### config.mk
export PLATFORM = sky130hd
export DESIGN_NAME = host_side_subsystem_gate_registers_flat
export DESIGN_NICKNAME = d
export VERILOG_FILES = /design/src/rtl/hsgr_pkg.sv /design/src/rtl/hsgr_item_if.sv /design/src/rtl/hsgr_result_if.sv /design/src/rtl/hsgr_ram.sv /design/src/rtl/host_side_subsystem_gate_registers.sv /design/src/flat_wrapper.sv
export SDC_FILE = /design/constraint.sdc
export NUM_CORES = 1
export LEC_CHECK = 0
export BUFFER_PORTS_ARGS = -buffer_cell sky130_fd_sc_hd__buf_2
export CELL_PAD_IN_SITES_DETAIL_PLACEMENT = 0
export CELL_PAD_IN_SITES_GLOBAL_PLACEMENT = 1
export CORE_ASPECT_RATIO = 1.1
export CORE_UTILIZATION = 25
export DETAILED_ROUTE_END_ITERATION = 10
export PLACE_DENSITY_LB_ADDON = 0.05
export SLEW_MARGIN = 0
export SYNTH_ARGS = -nofsm -noshare
export SYNTH_HDL_FRONTEND = slang
export SYNTH_SLANG_ARGS = --single-unit
### constraint.sdc
create_clock -name clk -period 9.55 [get_ports clk]
set_input_delay 0.955 -clock clk [delete_from_list [all_inputs] [get_ports clk]]
set_output_delay 0.955 -clock clk [all_outputs]
set_load 0.02 [all_outputs]
### src/rtl/hsgr_pkg.sv
`timescale 1ns / 1ps

package hsgr_pkg;

  localparam int COMM_WORDS = 8;
  localparam int COMM_DEPTH = 8;
  localparam int IDX_W = $clog2(COMM_DEPTH);

  localparam logic [23:0] WIN_CTRL   = 24'ha12000;
  localparam logic [23:0] WIN_MEM    = 24'ha12002;
  localparam logic [23:0] WIN_BOOT   = 24'ha12006;
  localparam logic [23:0] WIN_WATCH  = 24'ha1200c;
  localparam logic [23:0] WIN_FLAGS  = 24'ha1200e;
  localparam logic [23:0] WIN_CMD_LO = 24'ha12010;
  localparam logic [23:0] WIN_CMD_HI = 24'ha1201f;
  localparam logic [23:0] WIN_STA_LO = 24'ha12020;
  localparam logic [23:0] WIN_STA_HI = 24'ha1202f;

  typedef enum logic [1:0] {
    FUNC_READ   = 2'd0,
    FUNC_WRITE  = 2'd1,
    FUNC_STATUS = 2'd2,
    FUNC_CLEAR  = 2'd3
  } func_t;

  typedef enum logic [2:0] {
    REG_NONE,
    REG_CTRL,
    REG_MEM,
    REG_BOOT,
    REG_WATCH,
    REG_FLAGS,
    REG_CMD,
    REG_STA
  } reg_sel_t;

  typedef struct packed {
    func_t       func;
    logic        upper_lane;
    logic        lower_lane;
    logic [23:0] bus_address;
    logic [15:0] bus_data;
    logic [7:0]  sub_flag;
    logic [11:0] stopwatch_value;
    logic        wram_mode;
    logic        wram_select;
    logic        irq_enable;
  } item_t;

  typedef struct packed {
    logic [15:0] read_data;
    logic        sub_reset;
    logic        sub_halt;
    logic        sub_irq_pending;
    logic        wram_switch_flag;
    logic [1:0]  pram_bank;
    logic [7:0]  pram_protect_mask;
    logic [7:0]  host_flag;
  } result_t;

endpackage

### src/rtl/hsgr_item_if.sv
`timescale 1ns / 1ps

interface hsgr_item_if;
  import hsgr_pkg::*;

  logic  valid;
  logic  ready;
  item_t payload;

  modport source (output valid, output payload, input ready);
  modport sink (input valid, input payload, output ready);
endinterface

### src/rtl/hsgr_result_if.sv
`timescale 1ns / 1ps

interface hsgr_result_if;
  import hsgr_pkg::*;

  logic    valid;
  logic    ready;
  result_t payload;

  modport source (output valid, output payload, input ready);
  modport sink (input valid, input payload, output ready);
endinterface

### src/rtl/hsgr_ram.sv
`timescale 1ns / 1ps

module hsgr_ram #(
  parameter int WIDTH = 16,
  parameter int DEPTH = 8
) (
  input  logic                     clk,
  input  logic                     we,
  input  logic [$clog2(DEPTH)-1:0] waddr,
  input  logic [WIDTH-1:0]         wdata,
  input  logic                     re,
  input  logic [$clog2(DEPTH)-1:0] raddr,
  output logic [WIDTH-1:0]         rdata
);

  logic [WIDTH-1:0] mem [DEPTH];

  always_ff @(posedge clk) begin
    if (we) begin
      mem[waddr] <= wdata;
    end
    if (re) begin
      rdata <= mem[raddr];
    end
  end

endmodule

### src/rtl/host_side_subsystem_gate_registers.sv
`timescale 1ns / 1ps
// path: an accepted transfer passes the stage register s1, then the output register
// throughput: one transfer per cycle while results are taken, set by the single
// read-modify-write pass over the command and status RAMs (read at accept, write back when s1 fires)
// reset: synchronous, clears the control bits (halt comes up set) and the entry valid flags;
// entries never written read as zero, so no clearing pass is needed

module host_side_subsystem_gate_registers (
  input  logic          clk,
  input  logic          rst,
  hsgr_item_if.sink     item,
  hsgr_result_if.source result
);
  import hsgr_pkg::*;

  typedef struct packed {
    func_t       func;
    logic        up;
    logic        lo;
    reg_sel_t    sel;
    logic [IDX_W-1:0] idx;
    logic        in_range;
    logic [15:0] data;
    logic [7:0]  sub_flag;
    logic [11:0] stopwatch;
    logic        wram_mode;
    logic        wram_select;
    logic        irq_enable;
    logic        cmd_valid;
    logic        cmd_fwd;
    logic [15:0] cmd_fwd_data;
    logic        sta_valid;
    logic        sta_fwd;
    logic [15:0] sta_fwd_data;
  } stage_t;

  logic   s1_valid;
  stage_t s1;
  stage_t s1_next;
  logic   s1_fire;
  logic   accept;

  logic run_bit, request_bit, halt_bit, switch_flag, pending_bit;
  logic [1:0]  bank_reg;
  logic [7:0]  protect_reg, host_flag_reg;
  logic [15:0] boot_vector_word;
  logic run_next, request_next, halt_next, switch_next, pending_next;
  logic [1:0]  bank_next;
  logic [7:0]  protect_next, host_flag_next;
  logic [15:0] boot_next;
  logic        pulse;
  logic [15:0] rd;

  logic [COMM_DEPTH-1:0] cmd_valid, sta_valid;
  logic [IDX_W-1:0] rd_idx;
  logic             cmd_we, sta_we;
  logic [15:0]      cmd_wdata, cmd_rdata, sta_rdata, cmd_word, sta_word;

  logic [23:0] addr;
  logic [23:0] raw;

  logic    o_valid;
  result_t o_data;

  assign s1_fire = s1_valid && (!o_valid || result.ready);
  assign item.ready = !s1_valid || s1_fire;
  assign accept = item.valid && item.ready;

  // decode of the incoming transfer
  assign raw = item.payload.bus_address;
  assign addr = {raw[23:8], 2'b00, raw[5:0]};
  assign rd_idx = addr[IDX_W:1];

  always_comb begin
    s1_next = '0;
    s1_next.func = item.payload.func;
    s1_next.up = item.payload.upper_lane;
    s1_next.lo = item.payload.lower_lane;
    s1_next.data = item.payload.bus_data;
    s1_next.sub_flag = item.payload.sub_flag;
    s1_next.stopwatch = item.payload.stopwatch_value;
    s1_next.wram_mode = item.payload.wram_mode;
    s1_next.wram_select = item.payload.wram_select;
    s1_next.irq_enable = item.payload.irq_enable;
    if (addr == WIN_CTRL) begin
      s1_next.sel = REG_CTRL;
    end else if (addr == WIN_MEM) begin
      s1_next.sel = REG_MEM;
    end else if (addr == WIN_BOOT) begin
      s1_next.sel = REG_BOOT;
    end else if (addr == WIN_WATCH) begin
      s1_next.sel = REG_WATCH;
    end else if (addr == WIN_FLAGS) begin
      s1_next.sel = REG_FLAGS;
    end else if (addr >= WIN_CMD_LO && addr <= WIN_CMD_HI) begin
      s1_next.sel = REG_CMD;
    end else if (addr >= WIN_STA_LO && addr <= WIN_STA_HI) begin
      s1_next.sel = REG_STA;
    end else begin
      s1_next.sel = REG_NONE;
    end
    if (item.payload.func == FUNC_STATUS) begin
      s1_next.idx = raw[IDX_W-1:0];
      s1_next.in_range = (raw[23:IDX_W] == '0) &&
                         ({1'b0, raw[IDX_W-1:0]} < (IDX_W+1)'(COMM_WORDS));
    end else begin
      s1_next.idx = rd_idx;
      s1_next.in_range = {1'b0, rd_idx} < (IDX_W+1)'(COMM_WORDS);
    end
    // forwarding from the write-back in flight
    s1_next.cmd_valid = cmd_valid[rd_idx];
    s1_next.cmd_fwd = cmd_we && (s1.idx == rd_idx);
    s1_next.cmd_fwd_data = cmd_wdata;
    s1_next.sta_valid = sta_valid[rd_idx];
    s1_next.sta_fwd = sta_we && (s1.idx == rd_idx);
    s1_next.sta_fwd_data = s1.data;
  end

  always_ff @(posedge clk) begin
    if (rst) begin
      s1_valid <= 1'b0;
    end else if (accept) begin
      s1_valid <= 1'b1;
    end else if (s1_fire) begin
      s1_valid <= 1'b0;
    end
  end

  always_ff @(posedge clk) begin
    if (accept) begin
      s1 <= s1_next;
    end
  end

  hsgr_ram #(.WIDTH(16), .DEPTH(COMM_DEPTH)) u_cmd_ram (
    .clk   (clk),
    .we    (cmd_we),
    .waddr (s1.idx),
    .wdata (cmd_wdata),
    .re    (accept),
    .raddr (rd_idx),
    .rdata (cmd_rdata)
  );

  hsgr_ram #(.WIDTH(16), .DEPTH(COMM_DEPTH)) u_sta_ram (
    .clk   (clk),
    .we    (sta_we),
    .waddr (s1.idx),
    .wdata (s1.data),
    .re    (accept),
    .raddr (rd_idx),
    .rdata (sta_rdata)
  );

  always_comb begin
    cmd_word = s1.cmd_fwd ? s1.cmd_fwd_data : (s1.cmd_valid ? cmd_rdata : 16'h0000);
    sta_word = s1.sta_fwd ? s1.sta_fwd_data : (s1.sta_valid ? sta_rdata : 16'h0000);
  end

  // read-modify-write of the registers
  always_comb begin
    run_next = run_bit;
    request_next = request_bit;
    halt_next = halt_bit;
    switch_next = switch_flag;
    pending_next = pending_bit;
    bank_next = bank_reg;
    protect_next = protect_reg;
    host_flag_next = host_flag_reg;
    boot_next = boot_vector_word;
    pulse = 1'b0;
    rd = 16'h0000;
    cmd_we = 1'b0;
    cmd_wdata = cmd_word;
    sta_we = 1'b0;
    case (s1.func)
      FUNC_READ: begin
        case (s1.sel)
          REG_CTRL: rd = {s1.irq_enable, 6'b0, pending_bit, 6'b0, request_bit, run_bit};
          REG_MEM: rd = {protect_reg, bank_reg, 3'b0, s1.wram_mode, switch_flag,
                         s1.wram_mode ? s1.wram_select : !switch_flag};
          REG_BOOT: rd = boot_vector_word;
          REG_WATCH: rd = {4'h0, s1.stopwatch};
          REG_FLAGS: rd = {host_flag_reg, s1.sub_flag};
          REG_CMD: rd = s1.in_range ? cmd_word : 16'h0000;
          REG_STA: rd = s1.in_range ? sta_word : 16'h0000;
          default: rd = s1.data;
        endcase
      end
      FUNC_WRITE: begin
        case (s1.sel)
          REG_CTRL: begin
            if (s1.lo) begin
              pulse = run_bit && !s1.data[0];
              run_next = s1.data[0];
              request_next = s1.data[1];
              halt_next = !s1.data[0] || s1.data[1];
            end
            if (s1.up && s1.data[8] && s1.irq_enable) begin
              pending_next = 1'b1;
            end
          end
          REG_MEM: begin
            if (s1.lo) begin
              if (s1.data[1]) begin
                switch_next = 1'b1;
              end
              bank_next = s1.data[7:6];
            end
            if (s1.up) begin
              protect_next = s1.data[15:8];
            end
          end
          REG_BOOT: boot_next = s1.data;
          REG_FLAGS: begin
            if (s1.up) begin
              host_flag_next = s1.data[15:8];
            end
          end
          REG_CMD: begin
            cmd_we = s1_fire && s1.in_range;
            if (s1.lo) begin
              cmd_wdata[7:0] = s1.data[7:0];
            end
            if (s1.up) begin
              cmd_wdata[15:8] = s1.data[15:8];
            end
          end
          default: ;
        endcase
      end
      FUNC_STATUS: sta_we = s1_fire && s1.in_range;
      default: begin
        if (s1.data[0]) begin
          pending_next = 1'b0;
        end
        if (s1.data[1]) begin
          switch_next = 1'b0;
        end
      end
    endcase
  end

  always_ff @(posedge clk) begin
    if (rst) begin
      run_bit <= 1'b0;
      request_bit <= 1'b0;
      halt_bit <= 1'b1;
      switch_flag <= 1'b0;
      pending_bit <= 1'b0;
      bank_reg <= 2'b00;
      protect_reg <= 8'h00;
      host_flag_reg <= 8'h00;
      boot_vector_word <= 16'h0000;
      cmd_valid <= '0;
      sta_valid <= '0;
    end else if (s1_fire) begin
      run_bit <= run_next;
      request_bit <= request_next;
      halt_bit <= halt_next;
      switch_flag <= switch_next;
      pending_bit <= pending_next;
      bank_reg <= bank_next;
      protect_reg <= protect_next;
      host_flag_reg <= host_flag_next;
      boot_vector_word <= boot_next;
      if (cmd_we) begin
        cmd_valid[s1.idx] <= 1'b1;
      end
      if (sta_we) begin
        sta_valid[s1.idx] <= 1'b1;
      end
    end
  end

  // output register
  always_ff @(posedge clk) begin
    if (rst) begin
      o_valid <= 1'b0;
    end else if (s1_fire) begin
      o_valid <= 1'b1;
    end else if (result.ready) begin
      o_valid <= 1'b0;
    end
  end

  always_ff @(posedge clk) begin
    if (s1_fire) begin
      o_data.read_data <= rd;
      o_data.sub_reset <= pulse;
      o_data.sub_halt <= halt_next;
      o_data.sub_irq_pending <= pending_next;
      o_data.wram_switch_flag <= switch_next;
      o_data.pram_bank <= bank_next;
      o_data.pram_protect_mask <= protect_next;
      o_data.host_flag <= host_flag_next;
    end
  end

  assign result.valid = o_valid;
  assign result.payload = o_data;

endmodule

### src/flat_wrapper.sv
// flat-port wrapper written by rule: the top's interface ports become plain ports
module host_side_subsystem_gate_registers_flat import hsgr_pkg::*;
  (clk, rst, item_valid, item_payload, item_ready, result_valid, result_payload, result_ready);
  hsgr_item_if item_i ();
  hsgr_result_if result_i ();
  input  logic clk;
  input  logic rst;
  input wire logic [$bits(item_i.valid)-1:0] item_valid;
  input wire logic [$bits(item_i.payload)-1:0] item_payload;
  output wire logic [$bits(item_i.ready)-1:0] item_ready;
  output wire logic [$bits(result_i.valid)-1:0] result_valid;
  output wire logic [$bits(result_i.payload)-1:0] result_payload;
  input wire logic [$bits(result_i.ready)-1:0] result_ready;
  assign item_i.valid = item_valid;
  assign item_i.payload = item_payload;
  assign item_ready = item_i.ready;
  assign result_valid = result_i.valid;
  assign result_payload = result_i.payload;
  assign result_i.ready = result_ready;
  host_side_subsystem_gate_registers u_core (.clk(clk), .rst(rst), .item(item_i), .result(result_i));
endmodule
==> flow_summary.yaml, run 1 <==
status:
  status: "finished, final reports clean"
critical_path:
  worst-setup-path-type: "flop to flop"
  cp_common_cell: "buf_4"
  critPathArrivalTime_ns: 3.50
  critPathTopFamily: "simple AND/OR/NAND/NOR gates"
  max_stage_delay_ns: 0.84
  crit_fanout: 49
  end_kind: "flop"
  setup.worst_path.start_class: "flop"
  cp_num_buf_inv: 2
  cp.required_ns: 9.83
  crit_slowest_cell: "and4b_1"
  path_cells: "buf_4, and4b_1, nand4_4, or2_1, nor2_1, buf_4"
yosys:
  syn_avg_cell_area_um2: 17.6
  synthDistinctLibCells: 53
  synth_edf_count: 412
  ys_seq_area_share_pct: 72.4
  synth_area_mm2: 0.0187
  ys_async_sr_fraction_pct: 0
  synth-seq-cells: 469
  netlist_instances: 1063
  yosys_warnings: 0
  ys.flop_type: "edfxtp_1"
  syn-num-nets: 1134
final_layout:
  most-common-layout-cells: "412 x edfxtp_1, 108 x buf_2, 68 x mux2_2, 68 x mux4_2, 58 x nor2_1"
  fill_cells: 7245
  seq_area_mm2: 0.0135
  fin_nets: 1274
  layout-drive-gt1-share_pct: 31.3
  reg_top3: "u_core.u_cmd_ram.mem x128, u_core.u_sta_ram.mem x128, u_core.s1 x86"
  multi_input_area_mm2: 0.00489
  area_delta_synth_final_pct: 18.5
  final_common_cell: "edfxtp_1"
clocking:
  cts_inserted_buffers: 54
  htree_levels: 2
  postCtsResizedCells: 0
  hold_buffers: 0
  cts.path.max_buffers: 3
  cts_setup_buffers: 0
  clock_latency_ns: 0.61
  cts.sinks: 469
  cts-root-buf: "clkbuf_16"
  cts.clk_slew.worst_paths_ns: 0.06
  cts_tree: "yes"
floorplan:
  core_mm2: 0.0735
  dieArea_mm2: 0.0757
  initial_core_util_pct: 25.4
  ios: 111
  die_x_um: 262
  die_h_um: 289
  rows: 104
sta:
  period_minus_slack_ns: 3.22
  rsz0062_at_grt: "no"
  period_share_pct: 33.7
  max_freq_mhz: 311
  relSlewSlack_pct: 21.9
  finalHoldViolCount: 0
  worst_slew_pin_slew_ns: 1.17
  fin_setup_tns_ns: 0
  finalSetupViolCount: 0
  clock-skew-final_ns: 0.0169
  holdWs_ns: 0.470
  timing_max_transition_violations_final: 0
routing:
  route.detailed.drc: 0
  wirelength_mm: 54.2
  dr.pass1.iters: 5
  drtAntennaViolNets: 0
  drtIter0Drc: 507
  wl_per_cell_um: 24.6
  num_vias: 9863
  viasPerCell: 4.48
grt:
  grt-ovfl-total: 0
  grt_max_degree: 62
  antenna_found_initial: 3
  grt_pass1_vias: 10500
  grtUsageTotal_pct: 14.3
  grt_pass1_wl_mm: 77.8
placed_design:
  numPortBuffers: 110
  dp_hpwl_mm: 34.0
  place.gp.congestion: 0.699
power_and_ir_drop:
  powerDensity_mw_per_mm2: 204
  p_leak_nw: 7.50
  vdd.ir_drop.worst_uv: 136
hold_path:
  min_path_type: "flop to flop"
flow_run:
  maxCapViolCount: 0
-- cells in the mapped netlist (2+ instances only) --
cell type,instances,area (um^2)
a31oi_1,12,75.1
o31ai_2,3,37.5
nor4_1,8,50.1
nand3_1,12,60.1
and2_1,4,25.0
nand4_4,2,42.5
mux4_2,68,1530
nor3_4,2,32.5
buf_1,5,18.8
mux2i_1,41,410
nand4_1,3,18.8
a21o_1,2,15.0
a22oi_1,19,143
dfxtp_1,57,1140
a22o_1,17,149
buf_4,3,22.5
buf_2,24,120
nand3b_1,3,22.5
or3_1,3,18.8
inv_1,8,30.0
o21ba_2,4,40.0
and4_1,2,17.5
clkbuf_1,27,101
a21oi_1,39,195
nand4_2,2,25.0
xnor2_1,3,26.3
nand2b_1,20,125
and4b_1,3,30.0
a2bb2oi_1,12,105
nor2_1,64,240
o2bb2ai_1,6,52.6
nand4b_1,2,17.5
nor2b_1,20,125
mux2_2,68,766
edfxtp_1,412,12400
nand2_1,29,109
nor3_1,11,55.1
nor3b_1,2,15.0
o22ai_1,7,43.8
o21ai_0,19,95.1
o221a_2,3,33.8
-- area by class of cell --
class,count,share of cell area (%)
sequential,469,61.1
multi-input combinational,525,22.1
clock buffer,72,6.60
tap,954,5.40
timing repair buffer,144,3.67
clock inverter,29,0.934
inverter,9,0.153
antenna,1,0.0113
-- power breakdown --
group	switching (mW)	internal, mW	leakage [nW]	total, mW
Clock	0.844	1.12	0.818	1.97
Sequential	0.0358	2.28	4.29	2.32
Combinational	0.146	0.0824	2.39	0.228
Total	1.03	3.49	7.50	4.51
-- cells by family after synthesis --
family / after synthesis / share of synthesized area, %
AOI/OAI and AO/OA: 148 / 5.54
xor gates and xnor gates: 3 / 0.141
and+or+nand+nor: 197 / 5.73
muxes: 177 / 14.5
buffers and inverters: 69 / 1.65
DFF: 469 / 72.4
-- metrics by stage --
step | instances | power, mW | util (%) | cell area, um^2 | worst slack (ns)
6_report | 2203 | 4.51 | 30.1 | 22100 | 6.33
5_1_grt | 2202 | 4.69 | 30.1 | 22100 | 6.10
4_1_cts | 2202 | 4.61 | 30.1 | 22100 | 6.25
3_5_place_dp | 2101 | 2.60 | 27.8 | 20400 | 5.66
3_3_place_gp | 2101 | 2.60 | 27.8 | 20400 | 5.75
2_1_floorplan | 1063 | 2.48 | - | 18700 | 5.09
-- metal layers --
layer | vias to the layer above | global-route usage, % | share of wire [%]
li1 | 4533 | - | -
met1 | 5094 | 18.8 | 45
met2 | 170 | 24.5 | 49
met3 | 66 | 2.69 | 3.8
met4 | 0 | 3.43 | 1.7
met5 | - | 0 | 0
-- final timing paths --
check / start / to / slack [ns] / cells past startpoint
worst max-delay path: u_core.s1[79] / u_core.u_cmd_ram.mem[7][15] / 6.33 / 6
worst min-delay path: u_core.sta_valid[3] / u_core.sta_valid[3] / 0.47 / 2
worst max register to register: u_core.s1[79] / u_core.u_cmd_ram.mem[7][15] / 6.33 / 6
worst min register to register: u_core.sta_valid[3] / u_core.sta_valid[3] / 0.47 / 2
-- worst register-to-register path, cell delays in order, from the launching register on --
cell and delay [ns]:
edfxtp_1 0.36, buf_4 0.29, and4b_1 0.86, nand4_4 0.27
or2_1 0.43, nor2_1 0.35, buf_4 0.34
Power figures use the tool's default switching activity.
==> run 2, diff against run 1 <==
clock period = 2.8 ns   (was 9.55 ns; I/O delays follow)
==> run 2 against run 1 <==
  * First-iteration DRC count decreased by 4.1%
  * Total power increased to 3.6 times the previous value
  * Via count grew 3.0%
  * Register-to-register slack worse by 5.7 ns
  * Clock-buffer cell count increased by 4
  * Combinational power grew to 3.7 times the previous value
  * Worst hold slack worse by 0.37 ns
  * Routed wire length increased by 1.2%
  * Clock power grew to 3.7 times the previous value
  * Sequential power increased to 3.4 times the previous value
  * Critical path type unchanged
==> flow_summary.yaml, run 2 (synthesized netlist as in run 1, its figures left out) <==
critical_path:
  critPathArrivalTime_ns: 2.45
  crit_fanout: 16
  end_kind: "flop"
  path_cells: "and4b_1, nand4_4, or2_1, nor2_1, buf_4"
  max_stage_delay_ns: 0.42
  worst-setup-path-type: "flop to flop"
  cp.required_ns: 3.07
  setup.worst_path.start_class: "flop"
  crit_slowest_cell: "edfxtp_1"
grt:
  met3_usage_pct: 2.31
  grt_util_met1_pct: 18.8
  grt_max_degree: 62
  grt-ovfl-total: 0
  grt_pass1_vias: 11000
  use_met2_pct: 25.6
  top_usage_layer: "met2"
  grt_pass1_wl_mm: 79.4
  antenna_found_initial: 3
  grtUsageTotal_pct: 14.5
placed_design:
  numPortBuffers: 110
  dpl_cell_area_mm2: 0.0208
  place.gp.congestion: 0.704
  dp_hpwl_mm: 34.8
sta:
  fin_setup_tns_ns: 0
  finalSetupViolCount: 0
  period_minus_slack_ns: 2.18
  rsz0062_at_grt: "no"
  max_freq_mhz: 458
  clock-skew-final_ns: 0.0282
  worst_slew_pin_slew_ns: 0.992
  holdWs_ns: 0.103
  finalHoldViolCount: 0
  period_share_pct: 77.9
  relSlewSlack_pct: 33.8
  timing_max_transition_violations_final: 0
routing:
  dr.pass1.iters: 5
  drtAntennaViolNets: 0
  wirelength_mm: 54.8
  drtIter0Drc: 486
  route.detailed.drc: 0
  viasPerCell: 4.46
  wl_per_cell_um: 24.1
  num_vias: 10200
final_layout:
  reg_top3: "u_core.u_cmd_ram.mem x128, u_core.u_sta_ram.mem x128, u_core.s1 x86"
  seq_area_mm2: 0.0135
  fill_cells: 7179
  final_common_cell: "edfxtp_1"
  area_delta_synth_final_pct: 23.6
  insertedDiodeCount: 0
  multi_input_area_mm2: 0.00490
  post-route-util_pct: 31.4
  final_area_mm2: 0.0231
  fin_nets: 1348
  layout-drive-gt1-share_pct: 31.7
  most-common-layout-cells: "412 x edfxtp_1, 108 x buf_2, 68 x mux2_2, 68 x mux4_2, 58 x nor2_1"
power_and_ir_drop:
  p_leak_nw: 7.95
  vdd.ir_drop.worst_uv: 435
  power_mw: 16.1
  powerDensity_mw_per_mm2: 697
floorplan:
  die_h_um: 289
  ios: 111
  die_x_um: 262
  rows: 104
  dieArea_mm2: 0.0757
  core_mm2: 0.0735
  initial_core_util_pct: 25.4
clocking:
  cts_tree: "yes"
  cts.clk_slew.worst_paths_ns: 0.05
  cts.sinks: 469
  cts_inserted_buffers: 55
  cts-root-buf: "clkbuf_16"
  clock_latency_ns: 0.62
  htree_levels: 2
  cts.path.max_buffers: 3
  cts_setup_buffers: 0
flow_run:
  maxCapViolCount: 0
status:
  status: "finished, final reports clean"
hold_path:
  min_path_type: "input port to flop"
## run 2: stage by stage
step	setup slack, ns	cells
after detailed placement	0.511	2128
after floorplan	0.0113	1063
after global routing	0.456	2278
after CTS	0.549	2278
after global placement	0.529	2128
final	0.619	2278
## run 2: final timing paths
| path | start | slack (ns) | depth (start not counted) | to |
|---|---|---|---|---|
| worst max-delay path | u_core.s1[79] | 0.62 | 5 | u_core.u_cmd_ram.mem[7][12] |
| worst max register to register | u_core.s1[79] | 0.62 | 5 | u_core.u_cmd_ram.mem[7][12] |
| worst min register to register | u_core.sta_valid[7] | 0.47 | 2 | u_core.sta_valid[7] |
| worst min-delay path | result_ready | 0.10 | 4 | u_core.s1_valid |
## run 2: layout make-up
cell class / count / area share, %
clock inverter: 28 / 1.41
timing repair buffer: 217 / 6.88
sequential: 469 / 58.6
multi-input combinational: 525 / 21.3
inverter: 9 / 0.147
tap: 954 / 5.18
clock buffer: 76 / 6.53
## run 2: metal layers
layer  wire length, um  share of wire, %  up-vias
met2             27700                51      154
met3              1640               3.0       64
li1                  -                 -     4681
met5                 0                 0        -
met1             24400                45     5264
met4               995               1.8        0
## run 2: power breakdown
part / switching [mW] / leakage [nW] / internal [mW]
Clock: 2.92 / 0.896 / 4.39
Combinational: 0.490 / 2.76 / 0.355
Sequential: 0.129 / 4.29 / 7.78
Total: 3.54 / 7.95 / 12.5
## run 2: what timing repair did
item                      in CTS  in global routing
hold endpoints to repair      46                  0
hold buffers                  46                  0
gates resized for setup        0                  0
## run 2: worst max-delay path: cells and delay by family, from the launching register on
kind          cells  cell delay [ns]
buf+inv           1             0.32
flops             1             0.42
simple gates      4             1.11
